**config.mk**
```make
export PLATFORM = sky130hd
export DESIGN_NAME = rpod_overlap
export DESIGN_NICKNAME = d
export VERILOG_FILES = /design/src/rtl/core/rect_pair_overlap_detect_macros.svh /design/src/rtl/core/rpod_pkg.sv /design/src/rtl/core/rpod_overlap.sv
export SDC_FILE = /design/constraint.sdc
export NUM_CORES = 1
export LEC_CHECK = 0
export BUFFER_PORTS_ARGS = -buffer_cell sky130_fd_sc_hd__buf_2
export CORE_ASPECT_RATIO = 2
export CORE_UTILIZATION = 30
export DETAILED_ROUTE_END_ITERATION = 6
export PLACE_DENSITY = 0.76
export SLEW_MARGIN = 10
export SYNTH_ARGS = -nofsm -noshare
export SYNTH_HDL_FRONTEND = slang
export SYNTH_SLANG_ARGS = --single-unit
```
**constraint.sdc**
```tcl
create_clock -name vclk -period 2.18
set_input_delay 0.109 -clock vclk [all_inputs]
set_output_delay 0.109 -clock vclk [all_outputs]
set_load 0.01 [all_outputs]
```
**src/rtl/core/rect_pair_overlap_detect_macros.svh**
```systemverilog
// Assertion macros shared by the blocks of the rectangle pair detector.
// Every macro samples on the rising edge of clk and is switched off during rst.
`ifndef RECT_PAIR_OVERLAP_DETECT_MACROS_SVH
`define RECT_PAIR_OVERLAP_DETECT_MACROS_SVH

// The consequent must hold in the same cycle as the antecedent.
`define RPOD_ASSERT_SAME(lbl, ante, cons, msg) \
  lbl: assert property (@(posedge clk) disable iff (rst) (ante) |-> (cons)) \
    else $error(msg);

// The consequent must hold in the cycle after the antecedent.
`define RPOD_ASSERT_NEXT(lbl, ante, cons, msg) \
  lbl: assert property (@(posedge clk) disable iff (rst) (ante) |=> (cons)) \
    else $error(msg);

`endif

```
**src/rtl/core/rpod_pkg.sv**
```systemverilog
package rpod_pkg;

  localparam int ID_W    = 16;
  localparam int POS_W   = 24;
  localparam int SIZE_W  = 16;
  localparam int SLACK_W = 11;
  localparam int COORD_W = 25;

  typedef logic signed [COORD_W-1:0] coord_t;

  typedef struct packed {
    coord_t x0;
    coord_t y0;
    coord_t x1;
    coord_t y1;
  } box_t;

  typedef struct packed {
    logic [ID_W-1:0] id;
    box_t            bounds;
    logic            usable;
  } entry_t;

endpackage

```
**src/rtl/core/rpod_overlap.sv**
```systemverilog
module rpod_overlap (
  input  rpod_pkg::box_t a,
  input  rpod_pkg::box_t b,
  output logic           hit
);
  import rpod_pkg::*;

  // Strict open overlap on both axes: touching edges do not count.
  assign hit = (a.x0 < b.x1) && (b.x0 < a.x1) && (a.y0 < b.y1) && (b.y0 < a.y1);

endmodule

```
# Word level (Yosys, flattened, before mapping)
# Cells that the tools add are included.
dict set report word_totals {
  register_bits 0
  ram_bits 0
  memories 0
  latchBits 0
  inputBits 200
  romBits 0
}
dict set report op_classes {
  reduce_logical 3
  order_cmp 4
  eq_ne 0
  shift 0
  n_mul 0
  n_bitwise 0
  muxes 0
  add_sub_neg 0
  div 0
}
# operator n
set ops {}
lappend ops {{$lt A25 B25 Y1} 4}
lappend ops {{$logic_and A1 B1 Y1} 3}

# Logic depth before layout (Yosys ltp)
dict set report logic_depth {
  depth_word 4
  ltp_mapped 9
  depth_no_buf 9
}

# Least setup slack after synthesis
# OpenSTA, ideal clock, no wires.
dict set report synth_timing {
  path_type {input-to-output}
  startpoint {in b[35] (netlist bit)}
  endpoint {out hit}
  t_arrival_ns 1.943
  setup_slack_ns 0.128
  path_stages 9
  t_required_ns 2.071
  n_path_buf 0
  path_cell_list {inv_1 > ha_1 > a21oi_1 > o21ai_1 > a41oi_1 > or4b_1 > o21ai_1 > mux2_2 > nor4_2}
}
dict set report synth_between {
  elab_chain_cells 4
}
# element line
set synth_lines {}
lappend synth_lines {{from (decl)} rpod_overlap.sv:3} ;# input rpod_pkg::box_t b,
lappend synth_lines {{$lt A25 B25 Y1} rpod_overlap.sv:9} ;# assign hit = (a.x0 < b.x1) && (b.x0 < a.x1) && (a.y0 < b.y1) && (b.y0 < a.y1);
lappend synth_lines {{$logic_and A1 B1 Y1 (3 in series)} rpod_overlap.sv:9}
lappend synth_lines {{to (decl)} rpod_overlap.sv:4} ;# output logic hit
# Every way passes these cells.

# Final worst setup path
dict set report layout_timing {
  startpoint {in b[37] (netlist bit)}
  endpoint {out hit}
}
# The elaborated chain is that of the path after synthesis.

==> results.cfg <==
[yosys]
netlist_area_um2 = 2410
ys_seq_area_frac = 0
syn-num-nets = 641
syn_avg_cell_area_um2 = 7.00
yosys_warnings = 0
syn_inst = 345
synth_top_cell_area_share = 0.497
ys_top_cells_by_area = ha_1 50%, inv_1 15%, a21oi_1 8.3%
synth_cell_types = 30
yosys.area.top_type = ha_1

[route]
wl_mm = 8.15
vias = 3157
wirelength_met1_mm = 2.54
top_layer_used = met4
met3WireLength_um = 368
drc_errors = 0
antenna_left = 0
wl_per_cell_um = 12.5
met2WireLength_mm = 5.00
drt_iter0_markers = 45
vias_per_cell = 4.86
dr.pass1.iters = 4

[layout]
final_common_cell = buf_2
regArea_um2 = 0
areaGrowthSynthToFinish_pct = 56.1
drive_gt1_frac = 0.424
diodes = 0
layout_common_cells = 201 x buf_2, 94 x inv_1, 89 x ha_1
seq_cells = 0
clock_buffers = 0
final_area_um2 = 3770
fin_cells = 650
nets = 852

[grt]
grt_pass1_wl_mm = 12.5
grt_pass1_vias = 3336
grt_max_degree = 5
overflow = 0
antenna_found_initial = 0
grt_usage = 0.184

[sta]
finalHoldViolCount = 0
relSlewSlack = 0.779
worst-slew-pin-transition_ns = 0.330
layout_setup_ws_ns = 0.0160
max_freq_mhz = 462
final-max-slew-violation-count = 0
min_period_over_period = 0.993
setup_viol = 0
holdWs_ns = 0.864
finalCriticalPeriod_ns = 2.16
rsz0062_at_grt = yes

[job]
cap_violations = 0

[critical_path]
path_depth = 11
cp_slowest_cell = or4b_1
crit_chain = buf_2 > inv_2 > ha_4 > nand2_2 > o21ai_2 > a41oi_1 > or4b_1 > o21ai_2 > mux2_4 > nor4_4 > buf_2
crit_path_end = hit
cp-start-kind = input port
worstPathRequired_ns = 2.07
critPathArrivalTime_ns = 2.06
startpoint = b[37]
max_stage_delay_ns = 0.49
crit_path_max_fanout = 3
critPathTopFamily = simple AND/OR/NAND/NOR gates
crit_buf_inv = 3
end_kind = primary output
crit_type = input port to primary output

[placement]
gp_congestion = 0.850
placed_area_um2 = 3590
placed_cells = 648
dpl_worst_slack_ns = -0.169
hpwl_mm = 7.46
portBuffers = 201

[power]
p_switching_uw = 323
pwr-share-clk = 0
power.leakage_nw = 2.39
p_per_area_nw_per_um2 = 177
switching_share = 0.483
intPower_uw = 346
power_frac_seq = 0
comb_power_share = 1.000
ir_worst_vdd_mv = 0.0796
power_uw = 669

[floorplanning]
fp.dieArea_um2 = 8430
start_util = 0.306
io_pins = 201
die_y_um = 129
rows = 46
coreArea_um2 = 7890
fp.dieW_um = 65.4

[clock_tree]
cts_hold_buf = 0

[worst_hold_path]
holdCritPathClass = input port to primary output
min_path_cells = 7

[run_status]
status = finished, final reports clean
## final cells by class
| class | instances | area, um2 |
|---|---|---|
| Fill cell | 769 | 4120 |
| Multi-Input combinational cell | 249 | 2220 |
| Timing Repair Buffer | 209 | 1070 |
| Inverter | 96 | 360 |
| Tap cell | 96 | 120 |
## worst min path at each step
stage | from | end | slack, ns
6_report | a[98] | hit | 0.86
4_1_cts | a[98] | hit | 0.87
3_5_place_dp | a[98] | hit | 0.88
5_1_grt | a[99] | hit | 0.91
2_1_floorplan | a[99] | hit | 0.55
3_3_place_gp | a[98] | hit | 0.88
## routing by layer
metal / global-route usage / vias up
li1: - / 1606
met1: 0.137 / 1385
met2: 0.431 / 144
met3: 0.00887 / 22
met4: 0.0665 / 0
met5: 0 / -
## kinds of logic after synthesis
| group | synth area share |
|---|---|
| AOI/OAI and AO/OA | 0.195 |
| xor gates and xnor gates | 0.0109 |
| adders and majority gates | 0.497 |
| buffers and inverters | 0.149 |
| muxes | 0.00466 |
| and+or+nand+nor | 0.142 |
## power by group through the flow
stage | Clock [mW] | Sequential (mW) | Combinational, mW
final | 0 | 0 | 0.669
after CTS | 0 | 0 | 0.653
after global placement | 0 | 0 | 0.582
after floorplan | 0 | 0 | 0.325
after global routing | 0 | 0 | 0.765
after detailed placement | 0 | 0 | 0.618
## synth_stat cells, types with 2 or more instances
master / number
a21oi_1: 40
nor4_1: 2
nor3_1: 2
a211oi_1: 5
nor2b_1: 2
nand4_1: 12
a21o_1: 5
nor2_1: 9
xor2_1: 3
ha_1: 96
a31oi_1: 4
o21ai_1: 2
inv_1: 96
nand2_1: 26
nand2b_1: 2
nor4_2: 2
nand3_1: 6
a221oi_1: 2
o21ai_0: 18
## stage by stage
stage	setup TNS [ns]	utilization
6_report	0	0.478
5_1_grt	-0.0740	0.478
2_1_floorplan	0	-
3_5_place_dp	-0.169	0.455
3_3_place_gp	-0.0987	0.455
4_1_cts	0	0.469
## timing repair
| item | CTS | global route |
|---|---|---|
| pin swaps | 7 | 7 |
| buffers inserted | 1 | 1 |
| resized for setup | 14 | 14 |
| endpoints found under the setup margin | 1 | 1 |
No activity file was read; power rests on OpenSTA's default activity.
