`config.mk`:
```
export PLATFORM = sky130hd
export DESIGN_NAME = rpod_shrink
export DESIGN_NICKNAME = d
export VERILOG_FILES = /design/src/rtl/core/rect_pair_overlap_detect_macros.svh /design/src/rtl/core/rpod_pkg.sv /design/src/rtl/core/rpod_shrink.sv
export SDC_FILE = /design/constraint.sdc
export NUM_CORES = 1
export LEC_CHECK = 0
export ABC_AREA = 1
export ABC_CLOCK_PERIOD_IN_PS = 8200
export BUFFER_PORTS_ARGS = -buffer_cell sky130_fd_sc_hd__buf_2
export CAP_MARGIN = 20
export CORE_ASPECT_RATIO = 2
export CORE_MARGIN = 2
export CORE_UTILIZATION = 55
export DETAILED_ROUTE_END_ITERATION = 12
export PLACE_DENSITY_LB_ADDON = 0.05
export SYNTH_ARGS = -nofsm -noshare
export SYNTH_HDL_FRONTEND = slang
export SYNTH_SLANG_ARGS = --single-unit
```
`constraint.sdc`:
```
create_clock -name vclk -period 8.2
set_input_delay 0.82 -clock vclk [all_inputs]
set_output_delay 0.82 -clock vclk [all_outputs]
set_load 0.02 [all_outputs]
```
`src/rtl/core/rect_pair_overlap_detect_macros.svh`:
```
// Assertion macros shared by the blocks of the rectangle pair detector.
// Every macro samples on the rising edge of clk and is switched off during rst.
`ifndef RECT_PAIR_OVERLAP_DETECT_MACROS_SVH
`define RECT_PAIR_OVERLAP_DETECT_MACROS_SVH

// The consequent must hold in the same cycle as the antecedent.
`define RPOD_ASSERT_SAME(lbl, ante, cons, msg) \
  lbl: assert property (@(posedge clk) disable iff (rst) (ante) |-> (cons)) \
    else $error(msg);

// The consequent must hold in the cycle after the antecedent.
`define RPOD_ASSERT_NEXT(lbl, ante, cons, msg) \
  lbl: assert property (@(posedge clk) disable iff (rst) (ante) |=> (cons)) \
    else $error(msg);

`endif

```
`src/rtl/core/rpod_pkg.sv`:
```
package rpod_pkg;

  localparam int ID_W    = 16;
  localparam int POS_W   = 24;
  localparam int SIZE_W  = 16;
  localparam int SLACK_W = 11;
  localparam int COORD_W = 25;

  typedef logic signed [COORD_W-1:0] coord_t;

  typedef struct packed {
    coord_t x0;
    coord_t y0;
    coord_t x1;
    coord_t y1;
  } box_t;

  typedef struct packed {
    logic [ID_W-1:0] id;
    box_t            bounds;
    logic            usable;
  } entry_t;

endpackage

```
`src/rtl/core/rpod_shrink.sv`:
```
module rpod_shrink (
  input  logic signed [rpod_pkg::POS_W-1:0]   pos_x,
  input  logic signed [rpod_pkg::POS_W-1:0]   pos_y,
  input  logic        [rpod_pkg::SIZE_W-1:0]  size_w,
  input  logic        [rpod_pkg::SIZE_W-1:0]  size_h,
  input  logic signed [rpod_pkg::SLACK_W-1:0] slack,
  output rpod_pkg::box_t                      bounds,
  output logic                                usable
);
  import rpod_pkg::*;

  coord_t px;
  coord_t py;
  coord_t w;
  coord_t h;
  coord_t s;

  assign px = coord_t'(pos_x);
  assign py = coord_t'(pos_y);
  assign w  = coord_t'($signed({{(COORD_W-SIZE_W){1'b0}}, size_w}));
  assign h  = coord_t'($signed({{(COORD_W-SIZE_W){1'b0}}, size_h}));
  assign s  = coord_t'(slack);

  assign bounds.x0 = px + s;
  assign bounds.y0 = py + s;
  assign bounds.x1 = px + w - s;
  assign bounds.y1 = py + h - s;
  assign usable    = (bounds.x1 > bounds.x0) && (bounds.y1 > bounds.y0);

endmodule

```
After elaboration in Yosys (flattened, before gate mapping)

Index checks and enable logic that the tools add are counted.

Input port bits: 91
Register bits: 0
Word-level logic and storage cells: 9
Output and inout bits: 101

Order comparisons: 2
Reductions and logical operators: 1
Add/sub/neg operators: 6

Operators with widths:

| operator          | number |
|---|---|
| $add 24x11->25    | 2 |
| $add 24x17->25    | 2 |
| $gt 25x25->1      | 2 |
| $sub 25x11->25    | 2 |
| $logic_and 1x1->1 | 1 |

Longest topological paths before layout

Gate-level depths: netlist of the first run.

Depth in word-level cells: 4
Depth in mapped cells: 27
Gate-level depth less buffers: 27

Least setup slack after synthesis of the first run

No wires, ideal clock.

Path kind: input-to-output
From: input port slack[10] (netlist bit)
To: output port usable
Cell stages on the path: 20
Buffers on the path: 0
Setup slack: 3.222 ns
Arrival time: 4.158 ns
Data required time: 7.380 ns
Cell sequence: inv_1 > ha_1 > ha_1 > nand2_1 > inv_1 > nand2_1 > nor3_1 > nand4_1 > nand3_1 > xor2_1 > ha_1 > nand2_1 > inv_1 > nand2_1 > nand2_1 > a21oi_1 > nand4_1 > nand2_1 > inv_1 > nor2_1

RTL lines:

| element     | line             | RTL |
|---|---|---|
| from (decl) | rpod_shrink.sv:6 | `input logic signed [rpod_pkg::SLACK_W-1:0] slack,` |
| to (decl)   | rpod_shrink.sv:8 | `output logic usable` |

Worst setup path after layout of the first run

From: input port slack[10] (netlist bit)
To: output port usable

Cells in the longest elaborated chain, start to end: 3
Elaborated cells on any way between the ends: 7
Classes of those cells: add/sub: 4; order compare: 2; reduce/logical: 1

RTL lines:

| element                                      | line              | RTL |
|---|---|---|
| $sub 25x11->25, or another cell as far along | rpod_shrink.sv:26 | `assign bounds.x1 = px + w - s;` |
| $gt 25x25->1                                 | rpod_shrink.sv:28 | `assign usable = (bounds.x1 > bounds.x0) && (bounds.y1 > bounds.y0);` |
| $logic_and 1x1->1 (*)                        | rpod_shrink.sv:28 |  |

Every way passes the cells marked *; elsewhere a longest branch is shown, timed or not.

==> out/results.ini, run 1 <==
[outcome]
outcome=finished clean

[setup_path]
critPathSlowestCell=ha_1
cp-startpoint=slack[10]
path_depth=21
worst-path-buf-inv=5
arrival_ns=5.23
start_kind=input port
required_ns=7.38
cpMostUsedCell=nand2_1
cpLargestDelayFamily=adder cells
end_kind=primary output
crit_chain=buf_2, inv_1, ha_1, ha_1, a21oi_1, nor2_1, nor2_1, a21boi_0, nand3_1, xor2_1, ha_1, nand2_1, inv_1, nand2_1, nand2_1, a21oi_1, nand4_1, nand2_1, inv_1, nor2_1, buf_2
crit_fanout=26
cpPeakStageDelay_ns=0.70
critPathCapture=usable
criticalPathCategory=input port to primary output

[final_layout]
final_net_count=1986
seq_area_um2=0
fin_area_mm2=0.0101
area_growth_pct=13.9
clkbuf_count=0
fillers=1600
fin_util_pct=63.9
drive_above_1_share_pct=15.4
seq_cells=0
instances_no_fill=1872

[power]
power_density_mw_per_mm2=167
leakagePower_nw=6.24
finalPower_mw=1.68
vdd.ir_drop.worst_v=0.0000945

[yosys]
synth_cell_types=33
syn-num-nets=1792
synth.cell_area_mm2=0.00885
synth_seq_area_share_pct=0
synth.avg_cell_area_um2=6.01
yosys_warnings=0
netlist_instances=1473

[drt]
routed_via_density=5.51
drt-total-wl_um=35200
drt_pre_antenna_iters=8
drc=0
routedWlPerCell_um=18.8
ant_nets=0
drt_iter0_drc=405
vias=10323

[floorplanning]
core-area_mm2=0.0158
die_w_um=93.7
dieArea_mm2=0.0172
die_h_um=183
rows=65
pin_count=192
initial_core_util_pct=56.1

[flow_run]
cap_violations=0

[placement]
dp_hpwl_um=31300
gp_congestion=1.02
dpl.cell_count=1866
pre_cts_slack_ns=2.20
io_buffers=192
dpl_cell_area_mm2=0.0101

[grt]
antenna_found_initial=5
grt-ovfl-total=0
grt_pass1_vias=10475
grt_pass1_wl_um=52900
grt_max_degree=28
grt_usage_pct=40.7

[timing]
max_slew_margin_pct=31.0
hold_violations=0
setup_viol=0
rsz0062_at_grt=false
slew_viol_final=0
fin_crit_sh_pct=73.8
setup-tns-final_ns=0
worst_pin_slew_ns=1.03
holdWs_ns=2.04
layout_min_cycle_time_ns=6.05
setup_slack_ns=2.15
fmax_mhz=165

[cts]
cts-hold-fix-buffers=0
post_cts_resized=0
cts_setup_buffers=0

[worst_hold_path]
min_path_type=input port to primary output

[worst min-delay path by stage]
| stage | start | to | slack, ns | cells after the start |
|---|---|---|---|---|
| finish | pos_x[0] | bounds[25] | 2.04 | 3 |
| global route | pos_x[0] | bounds[25] | 2.05 | 3 |
| CTS | pos_y[0] | bounds[0] | 2.04 | 3 |
| detailed placement | pos_x[0] | bounds[25] | 2.04 | 3 |
| global placement | pos_x[0] | bounds[25] | 2.03 | 3 |
| floorplan | slack[0] | bounds[50] | 1.86 | 1 |
[cell usage after synthesis (5+ instances only)]
master | n | share of area, %
a21boi_0 | 5 | 0.42
a21o_1 | 9 | 0.76
a21oi_1 | 105 | 5.9
a21oi_2 | 7 | 0.69
fa_1 | 34 | 7.7
ha_1 | 194 | 27
inv_1 | 312 | 13
inv_2 | 16 | 0.68
nand2_1 | 357 | 15
nand2_2 | 18 | 1.3
nand3_1 | 83 | 4.7
nand3b_1 | 6 | 0.51
nand4_1 | 17 | 1.2
nor2_1 | 129 | 5.5
nor2_2 | 8 | 0.57
nor3_1 | 25 | 1.4
o21ai_0 | 34 | 1.9
o21ai_1 | 6 | 0.34
o21bai_1 | 12 | 1.0
xnor2_1 | 19 | 1.9
xor2_1 | 50 | 4.9
[cell usage in the layout (no fill, tap or decap)]
cell	synthesis	layout
and2_1	1	1
diode_2	0	6
inv_1	312	312
xor2_1	50	50
xnor2_1	19	19
a21oi_2	7	7
o21ai_1	6	6
o21ai_0	34	34
a21boi_0	5	5
a21o_1	9	9
nand3_1	83	83
o21ai_2	2	2
nand3_2	2	2
buf_2	0	192
a31oi_1	4	4
ha_1	194	194
nor2_2	8	8
a21oi_1	105	105
nor2_1	129	129
buf_4	1	1
o21bai_1	12	12
nand3b_1	6	6
nand2_2	18	18
a21boi_2	1	1
o21a_1	2	2
nand2b_1	1	1
nor3_2	4	4
nor4_1	4	4
inv_2	16	16
nor3_1	25	25
nand4_1	17	17
o211ai_2	2	2
nand2_1	357	357
fa_1	34	34
xor2_2	3	3
[power by group]
group,internal [mW],total (mW),switching (mW)
Clock,0.0000000979,0.0000000979,0
Sequential,0,0,0
Combinational,0.534,1.68,1.14
Total,0.534,1.68,1.14
[per-layer routing]
layer  GRT usage, %  vias up  part of all wire (%)
met5              0        -                     0
met4           42.8        0                    14
met3           8.12      213                   6.2
met2           76.7      462                    52
met1           31.3     4641                    28
li1               -     5007                     -
[cell families after synthesis]
group           Yosys count  share of synthesized area (%)
compound gates          189                           12.2
xor+xnor                 72                           7.38
fa+ha+maj               228                           35.1
buf+inv                 329                           14.0
simple gates            655                           31.4
[cell type report]
class,count,area (µm²),area share (%)
antenna,6,15.0,0.149
timing repair buffer,193,968,9.61
tap,201,251,2.50
multi-input combinational,1144,7610,75.5
inverter,328,1230,12.2
No activity file was read; power rests on OpenSTA's default activity.
==> run 2: changes to the inputs <==
Settings changed: ABC_AREA 1 to 0, ABC_CLOCK_PERIOD_IN_PS 8200 to 5300, CORE_UTILIZATION 55 to 52.
Clock period 8.2 ns to 5.3 ns, I/O delays scaled along.
==> out/results.ini, run 2 <==
[outcome]
outcome=finished clean

[setup_path]
required_ns=4.77
arrival_ns=4.71
criticalPathCategory=input port to primary output
start_kind=input port
crit_fanout=4
end_kind=primary output

[floorplanning]
die_h_um=178
rows=63
core-area_mm2=0.0148
initial_core_util_pct=53.0
pin_count=192
die_w_um=90.9
dieArea_mm2=0.0162

[drt]
ant_nets=0
routedWlPerCell_um=16.5
drc=0
vias=8506
drt-total-wl_um=25700
drt_pre_antenna_iters=4
drt_iter0_drc=206
routed_via_density=5.45

[timing]
hold_violations=0
worst_pin_slew_ns=0.611
setup_viol=0
max_slew_margin_pct=58.8
fin_crit_sh_pct=98.9
fmax_mhz=191
layout_min_cycle_time_ns=5.24
holdWs_ns=1.44
rsz0062_at_grt=true
setup_slack_ns=0.0580
slew_viol_final=0

[power]
finalPower_mw=2.69
vdd.ir_drop.worst_v=0.000131
power_density_mw_per_mm2=263
leakagePower_nw=5.85

[final_layout]
clkbuf_count=0
fin_area_mm2=0.0102
final_cell_mix=inv_1, ha_1, buf_2
drive_above_1_share_pct=27.2
diodes=0
final_net_count=1687
seq_cells=0
fillers=1383
seq_area_um2=0
final_common_cell=inv_1
area_growth_pct=30.1

[yosys]
synth_cell_types=67
synth.avg_cell_area_um2=7.51
netlist_instances=1045
synth_seq_area_share_pct=0
synth.top_cells.by_count=inv_1, ha_1, a21oi_1, nor2_1, xnor2_1
yosysTopAreaCellShare_pct=30.9
syn-num-nets=1364
synthTopCellsByArea=ha_1, inv_1, fa_1
yosys_warnings=0
synth_most_common_cell=inv_1
synth.largest_area_cell=ha_1
synth.cell_area_mm2=0.00785

[flow_run]
cap_violations=0

[placement]
dpl_cell_area_mm2=0.0100
gp_congestion=0.943
io_buffers=192
pre_cts_slack_ns=-0.159
dp_hpwl_um=23000

[worst_hold_path]
worstHoldEndpoint=bounds[0]
hp-start=pos_y[0]
min_path_cells=3
min_path_type=input port to primary output

[grt]
grt_pass1_wl_um=39800
grt-ovfl-total=0
grt_max_degree=16
antenna_found_initial=0
grt_usage_pct=30.6
grt_pass1_vias=8484

[cts]
cts-hold-fix-buffers=0

run 2: how the worst max path moves through the flow:
stage / from / endpoint / slack, ns / depth (start not counted)
final: pos_y[1] / usable / 0.06 / 22
after CTS: size_w[1] / usable / 0.02 / 22
after global routing: pos_y[1] / usable / -0.25 / 21
after floorplan: pos_y[1] / usable / 0.06 / 19
after global placement: pos_y[1] / usable / -0.07 / 21
after detailed placement: pos_y[1] / usable / -0.16 / 21
run 2: per-stage QoR:
step / setup TNS, ns / instances / util [%]
after floorplan: 0 / 1045 / -
after global placement: -0.0660 / 1553 / 67.6
after detailed placement: -0.159 / 1553 / 67.6
after CTS: 0 / 1558 / 68.2
after global routing: -0.250 / 1561 / 68.9
final: 0 / 1561 / 68.9
run 2: cells by family (layout without fill, tap and decap cells):
kind of cell | after synthesis | after routing | synth area share, %
buffers and inverters | 231 | 552 | 11.1
AOI/OAI and AO/OA | 283 | 283 | 25.1
and+or+nand+nor | 206 | 206 | 13.5
adders and majority gates | 228 | 228 | 39.6
xor gates and xnor gates | 97 | 97 | 10.8
run 2: cell type report:
type	instances	area [µm²]	share of cell area [%]
Inverter	223	840	8.22
Multi-Input combinational cell	814	7110	69.6
Tap cell	195	244	2.39
Timing Repair Buffer	329	2020	19.7
run 2: power breakdown:
part | switching (mW) | leakage [nW] | internal (mW) | total (mW)
logic | 1.53 | 5.85 | 1.15 | 2.69
registers | 0 | 0 | 0 | 0
clock network | 0 | 0 | 0 | 0
total | 1.53 | 5.85 | 1.15 | 2.69
run 2: critical path: stages:
cell and delay [ns]:
buf_8 0.08, inv_4 0.03, fa_1 0.56, inv_1 0.05
ha_1 0.26, a21o_1 0.19, a21oi_2 0.17, o21ai_2 0.09
o21a_2 0.24, o41ai_4 0.43, buf_4 0.19, o21bai_1 0.08
a21oi_2 0.18, xnor2_2 0.11, ha_1 0.31, nand4_1 0.22
nor4_4 0.22, nand2_1 0.09, o221ai_2 0.20, a21oi_2 0.06
nor4_4 0.25, buf_4 0.18
run 2: metal layers:
metal	part of all wire [%]	wire length, µm	GRT usage [%]
met2	55	14300	62.8
met4	7.4	1910	18.2
met3	3.5	893	1.83
met5	0	0	0
met1	34	8660	29.0
run 2: timing repair:
action / CTS / global route
setup buffers: 5 / 4
pin swaps: 21 / 27
resized for setup: 13 / 25
setup endpoints to repair: 1 / 1
